==> src/rtl/fragment_reassembly_table_macros.svh <==
// ----------------------------------------------------------------------------
// fragment reassembly table assertion macros
// shared property shapes for the block's concurrent checks
// ----------------------------------------------------------------------------
`ifndef FRAGMENT_REASSEMBLY_TABLE_MACROS_SVH
`define FRAGMENT_REASSEMBLY_TABLE_MACROS_SVH

// condition implies check in the same cycle
`define FRT_ASSERT_NOW(label, cond, chk, msg) \
    label: assert property (@(posedge clk) disable iff (!rst_n) (cond) |-> (chk)) \
        else $error(msg);

// condition implies check in the next cycle
`define FRT_ASSERT_NEXT(label, cond, chk, msg) \
    label: assert property (@(posedge clk) disable iff (!rst_n) (cond) |=> (chk)) \
        else $error(msg);

`endif

==> src/rtl/frt_pkg.sv <==
// ----------------------------------------------------------------------------
// frt_pkg
// types, constants and helpers shared by the fragment reassembly table
// ----------------------------------------------------------------------------
package frt_pkg;

    // default table geometry
    localparam int MAX_PAGES_DEF      = 8;
    localparam int MAX_FRAGMENTS_DEF  = 16;
    localparam int FRAGMENT_BYTES_DEF = 4;

    // field widths
    localparam int ID_W     = 16;
    localparam int NUM_W    = 5;
    localparam int ADR_W    = 16;
    localparam int DATA_W   = 32;
    localparam int NB_W     = 3;
    localparam int PBYTES_W = 7;
    localparam int STORE_W  = NB_W + DATA_W;

    // page length saturation point
    localparam logic [PBYTES_W-1:0] PBYTES_MAX = 7'd127;

    // one input word
    typedef struct packed {
        logic [ID_W-1:0]   page_id;
        logic [NUM_W-1:0]  frag_number;
        logic [NUM_W-1:0]  frag_total;
        logic [ADR_W-1:0]  source_addr;
        logic [ADR_W-1:0]  dest_addr;
        logic [DATA_W-1:0] frag_data;
        logic [NB_W-1:0]   frag_bytes;
    } frag_t;

    // one output word
    typedef struct packed {
        logic [ID_W-1:0]     out_page_id;
        logic [ADR_W-1:0]    out_source;
        logic [ADR_W-1:0]    out_dest;
        logic [DATA_W-1:0]   chunk_data;
        logic [NB_W-1:0]     chunk_bytes;
        logic [PBYTES_W-1:0] page_bytes;
        logic                last_chunk;
        logic                dropped;
    } result_t;

    // sequencer states
    typedef enum logic [2:0] {
        S_IDLE,
        S_LOOKUP,
        S_WRITE,
        S_FETCH,
        S_SHOW
    } frt_state_t;

    // keep only the low nb bytes of a data word
    function automatic logic [DATA_W-1:0] byte_mask(input logic [NB_W-1:0] nb);
        logic [DATA_W-1:0] m;
        case (nb)
            3'd0:    m = 32'h0000_0000;
            3'd1:    m = 32'h0000_00FF;
            3'd2:    m = 32'h0000_FFFF;
            3'd3:    m = 32'h00FF_FFFF;
            default: m = 32'hFFFF_FFFF;
        endcase
        return m;
    endfunction

endpackage

==> src/rtl/frt_ram.sv <==
// ----------------------------------------------------------------------------
// frt_ram
// generic simple dual port ram, one write and one registered read port
// ----------------------------------------------------------------------------
module frt_ram #(
    parameter int WIDTH = frt_pkg::STORE_W,
    parameter int DEPTH = frt_pkg::MAX_PAGES_DEF * frt_pkg::MAX_FRAGMENTS_DEF,
    localparam int AW   = (DEPTH > 1) ? $clog2(DEPTH) : 1
) (
    input  logic             clk,
    input  logic             we,
    input  logic [AW-1:0]    waddr,
    input  logic [WIDTH-1:0] wdata,
    input  logic             re,
    input  logic [AW-1:0]    raddr,
    output logic [WIDTH-1:0] rdata
);

    logic [WIDTH-1:0] mem [DEPTH];
    logic [WIDTH-1:0] rdata_reg;

    // write port
    always_ff @(posedge clk)
    begin
        if (we)
        begin
            mem[waddr] <= wdata;
        end
    end

    // read port, holds its data while no read is issued
    always_ff @(posedge clk)
    begin
        if (re)
        begin
            rdata_reg <= mem[raddr];
        end
    end

    assign rdata = rdata_reg;

endmodule

==> config.mk <==
export PLATFORM = sky130hd
export DESIGN_NAME = frt_ram
export DESIGN_NICKNAME = d
export VERILOG_FILES = /design/src/rtl/fragment_reassembly_table_macros.svh /design/src/rtl/frt_pkg.sv /design/src/rtl/frt_ram.sv
export SDC_FILE = /design/constraint.sdc
export NUM_CORES = 2
export LEC_CHECK = 0
export BUFFER_PORTS_ARGS = -buffer_cell sky130_fd_sc_hd__buf_4
export CAP_MARGIN = 20
export CORE_UTILIZATION = 55
export CTS_CLUSTER_SIZE = 24
export DETAILED_ROUTE_END_ITERATION = 16
export GPL_TIMING_DRIVEN = 1
export PLACE_DENSITY = 0.71
export SLEW_MARGIN = 20
export SYNTH_ARGS = -nofsm -noshare
export SYNTH_HDL_FRONTEND = slang
export SYNTH_MEMORY_MAX_BITS = 65536
export SYNTH_SLANG_ARGS = --single-unit
==> constraint.sdc <==
create_clock -name clk -period 5.2 [get_ports clk]
set_clock_uncertainty 0.2 [all_clocks]
set_input_delay 0 -clock clk [delete_from_list [all_inputs] [get_ports clk]]
set_output_delay 0 -clock clk [all_outputs]
set_load 0.005 [all_outputs]
-- Yosys cells after proc, flatten, opt, wreduce, memory -nomap -nowiden
Memories as Yosys holds them, arrays and structs flattened. A register that Yosys moved wholly into a read port is not among the register bits.
Cells that the tools add are included.
- output and inout bits: 35
- memories: 1
- input bits: 52
- flip-flop bits (word level): 0
- word-level logic and storage cells: 3
- bits in writable memories: 4480
- memory list (name ; depth ; bits a word ; rd ports ; clocked after Yosys merged registers in ; wr ports ; line ; RTL):
    mem ; 128 ; 35 ; 1 ; 1 ; 1 ; frt_ram.sv:19 ; logic [WIDTH-1:0] mem [DEPTH];
- mux-type cells: 2
- operator list (cell ; number):
    $mux W1 ; 2

-- Logic depth before layout (Yosys ltp)
- depth in word-level cells: 2
- mapped depth: 8
- mapped depth without buffers: 4

-- Least setup slack after synthesis
No wires, ideal clock.
- path type: input to register
- start: input port we
- end: memory mem[98][0] in the netlist's numbering (enable)
- stages on the path: 3
- data arrival time: 2.979 ns
- library setup time: 0.471 ns
- data required time: 4.529 ns
- path buffers: 1
- path slack: 1.551 ns
- path through: clkbuf_1 nand4_1 nor3_1
- cells in the longest elaborated chain, start to end: 2
- ends and longest elaborated chain (item ; line ; RTL):
    start, declared ; frt_ram.sv:11 ; input logic we,
    $mux W1 ; frt_ram.sv:25 ; if (we)
    $mux W1 (implied by the code) ; frt_ram.sv:27 ; mem[waddr] <= wdata;
    end, declared ; frt_ram.sv:19 ;
Every way passes these cells.

-- Final worst setup path
- start: input port waddr[5]
- end: memory mem[31][12] in the netlist's numbering (enable)
- RTL lines (item ; line ; RTL):
    start, declared ; frt_ram.sv:12 ; input logic [AW-1:0] waddr,
Straight into the memory's write port.

==> metrics list <==
- Post-Syn Instances: 6535
- Worst path cell trace: dlygate4sd3_1 > buf_4 > nor2_1 > nand3_1 > nor2_4 > buf_4
- DPL Wire Length: 243000 um
- After clock tree synthesis, the setup repair step added 0 buffers.
* Crit path max fanout: 19
* Non-filler cells, final: around 12000
- STA classifies the critical path startpoint as an input port.
- The path class of the tightest hold or removal check is in -> reg.
- Initial DRC count: roughly 12000
* Placeable core area: between 300000 and 400000 um2
- Die Width: between 500 and 600 um
- Share of final-layout standard cells stronger than drive strength 1: between 30% and 40%
- Area of the mapped netlist: 171000 um2
* Io pins: 87
- Layout overhead on the synthesized area: 13.2%
- Synth Warn #: 0
- In this run the worst setup path begins at waddr[5].
- Setup repair after global routing left no endpoint under its margin.
- Detailed Routing Iterations Pass 1: 5
- Clock tree from TritonCTS: built
* Via-per-instance ratio: about 6.8
- Static timing analysis puts the maximum clock frequency at 277 MHz.
* Source of the worst register-to-register timing path: mem[23][25]$_DFFE_PP_
- Average wire per cell in the routed design: about 38 um
- In this run the critical register-to-register path is captured at rdata[25]$_DFFE_PP_.
- Die Area: between 300000 and 400000 um2
- In this run the power density over the cells is 384 nW/um2.
* Required time reported for the critical path endpoint: 5560 ps
- Sequential cells were found to cover 79.2% of the synthesized design area.
* Grt total ovfl: 0
- First-pass GRT wire length: 607000 um
- IO buf count: 86
- Sum of negative setup slack: 0 ps
* Number of CTS-inserted buffers: 427
* Post-detailed-route DRC marker count: 0
- Maximum number of pins on one net before global-route repair: between 90 and 100
* Top_reg_cell synth: edfxtp_1
- Library cell occupying the most area in the post-synthesis netlist: edfxtp_1
* Kind of critical path: in -> reg
* Design Area, Final: between 150000 and 200000 um2
- At the end of routability-driven placement, the weighted congestion stood at 0.827.
- Among the stages of the critical path, the cell type that occurs most often is buf_4.
- Count of H-tree levels built during CTS: 5
- Worst Path Arrival: 3970 ps
- Initial core utilization: between 50% and 60%
- In this run the remaining antenna-violating nets after routing total 0.
- Max_cap viols: 0
* GRT Overall Usage: 27.9%
* Portion of the clock cycle consumed by the worst path in the final layout: a little over two thirds
- Counting instances in the post-synthesis netlist gives the leading cell types as edfxtp_1 (4515), mux4_2 (1470), clkbuf_1 (210).
* Number of rows created at floorplan: roughly 200
- The final hold violation count came to 0.
- The run finished with clean final reports.
- In this run the tightest slew margin relative to its limit is 23.6%.
- Hold Path Origin: wdata[16]
- Worst ir drop on vdd: 0.299 mV
* Via total after detailed routing: 78235
- Minimum clock period after layout: 3610 ps
* Antenna violations before repair: 60
- Setup Viol. Count Final: 0
* CTS Root Buffer Type: clkbuf_16
- The filler cells instantiated in the layout total 19692.
- Final #Nets: 7145
- Height of the die: 560 um
- Top post-synthesis cells by area: edfxtp_1 (79%), mux4_2 (19%), clkbuf_1 (0.46%)
- Worst path slowest cell: nor2_4
- For the worst flop-to-flop path, the logic depth is 5.
* Max FFs per register: 4480
- Post-Synthesis Net Count: ~6600
- In the post-synthesis netlist, the cell with the most instances is edfxtp_1.
- Clock latency on the worst-skew pair: 940 ps
* Avg Inst Size Synth: 26.2 um2
- Once placement finished, the instance area stood at 180000 um2.
- Final core utilization: a little over three fifths
* Final Hold Slack: between 8 and 9 ps
* Leakage power figure: 59.5 nW
- Number of pins exceeding their max-slew limit in the final report: 0
- For this design, the sink count on the clock tree is 4515.
- Via count of the first global-routing pass: 78602
- STA classifies the critical path endpoint as a flip-flop.
- Counting flops with an async set or reset pin after synthesis yields a share of 0%.
- Clock slew at reported path FFs: 60 ps
- Flop2flop setup slack: 1720 ps
* Area share of the largest cell type after synthesis: between 70 and 80%
- The worst hold path was traced through 2 stages.
* Count of different cell masters after synthesis: 15
* Biggest cell delay along the critical path: 1060 ps
* Placed Cells incl. Taps: 10713
- Yosys mapped a number of flops with a built-in enable equal to 4515.
* Measured slew at the worst slew-check pin: 1140 ps
* Number of synthesized register bits: 4515
* Number of buffers on the longest clock path: 4
- End point of the most critical hold path: mem[81][16]$_DFFE_PP_
- Summed over all layers, the routed wires come to about 430000 um.
## placed cells by master, fill, tap and decap left out, drive strengths merged
master / Yosys / layout
nand3: 12 / 12
dlygate4sd3: 0 / 65
nor3: 9 / 9
nand2: 14 / 14
or3: 1 / 1
buf: 135 / 409
diode: 0 / 27
mux4: 1470 / 1470
bufinv: 0 / 36
clkbuf: 210 / 537
nor2b: 7 / 7
nand2b: 2 / 2
nand4: 3 / 3
mux2: 35 / 35
nor2: 122 / 122
edfxtp: 4515 / 4515
clkinvlp: 0 / 5
clkinv: 0 / 179
inv: 0 / 3
## worst max path at each step
stage                                        to  slack [ps]  depth (start not counted)
after floorplan            mem[98][0]$_DFFE_PP_        1550                          3
after global routing      mem[31][12]$_DFFE_PP_        1670                          6
after CTS                   rdata[25]$_DFFE_PP_        1750                          5
after global placement      rdata[30]$_DFFE_PP_        1270                          7
final                     mem[31][12]$_DFFE_PP_        1590                          6
after detailed placement    rdata[29]$_DFFE_PP_        1220                          7
## layout make-up
type,count,area (um2),share of cell area [%]
antenna,27,67.6,0.0349
clock buffer,537,11400,5.90
clock inverter,223,1960,1.01
multi-input combinational,1675,35200,18.1
sequential,4515,136000,69.9
tap,4120,5150,2.66
timing repair buffer,474,4480,2.31
## repair_timing
action,CTS,global route
hold buffers,70,0
resized for setup,0,0
endpoints found under the hold margin,4596,0
## critical path, delay by kind of cell
| kind | cells | cell delay (ps) |
|---|---|---|
| AND/OR/NAND/NOR | 3 | 2550 |
| buffers and inverters | 3 | 1320 |
## through the flow
stage                     total power [W]  worst slack (ps)
after floorplan                    0.0430              1550
after global placement             0.0448              1270
after detailed placement           0.0449              1220
after CTS                          0.0747              1750
after global routing               0.0761              1670
final                              0.0745              1590
## where the power goes
group,total [W],switching [W],internal (W)
clock network,0.0302,0.0130,0.0173
logic,0.00392,0.00238,0.00154
registers,0.0403,0.0000989,0.0402
## cell families (layout without fill, tap and decap cells)
logic type	after synthesis	in the layout	synth area share, %
buf+inv	345	1234	0.824
flops	4515	4515	79.2
mux	1505	1505	19.6
other cells	0	27	0
simple gates	170	170	0.407
## routing by layer
metal  global-route usage (%)  part of all wire, %  up-vias  wire length [um]
met4                     8.51                  3.0       18             13200
met1                     39.7                   37    42576            160000
met2                     43.4                   48     5023            207000
met3                     7.06                   13      626             54800
li1                         -                    -    29992                 -
met5                        0                0.025        -               108
(Power assumes the default switching activity.)
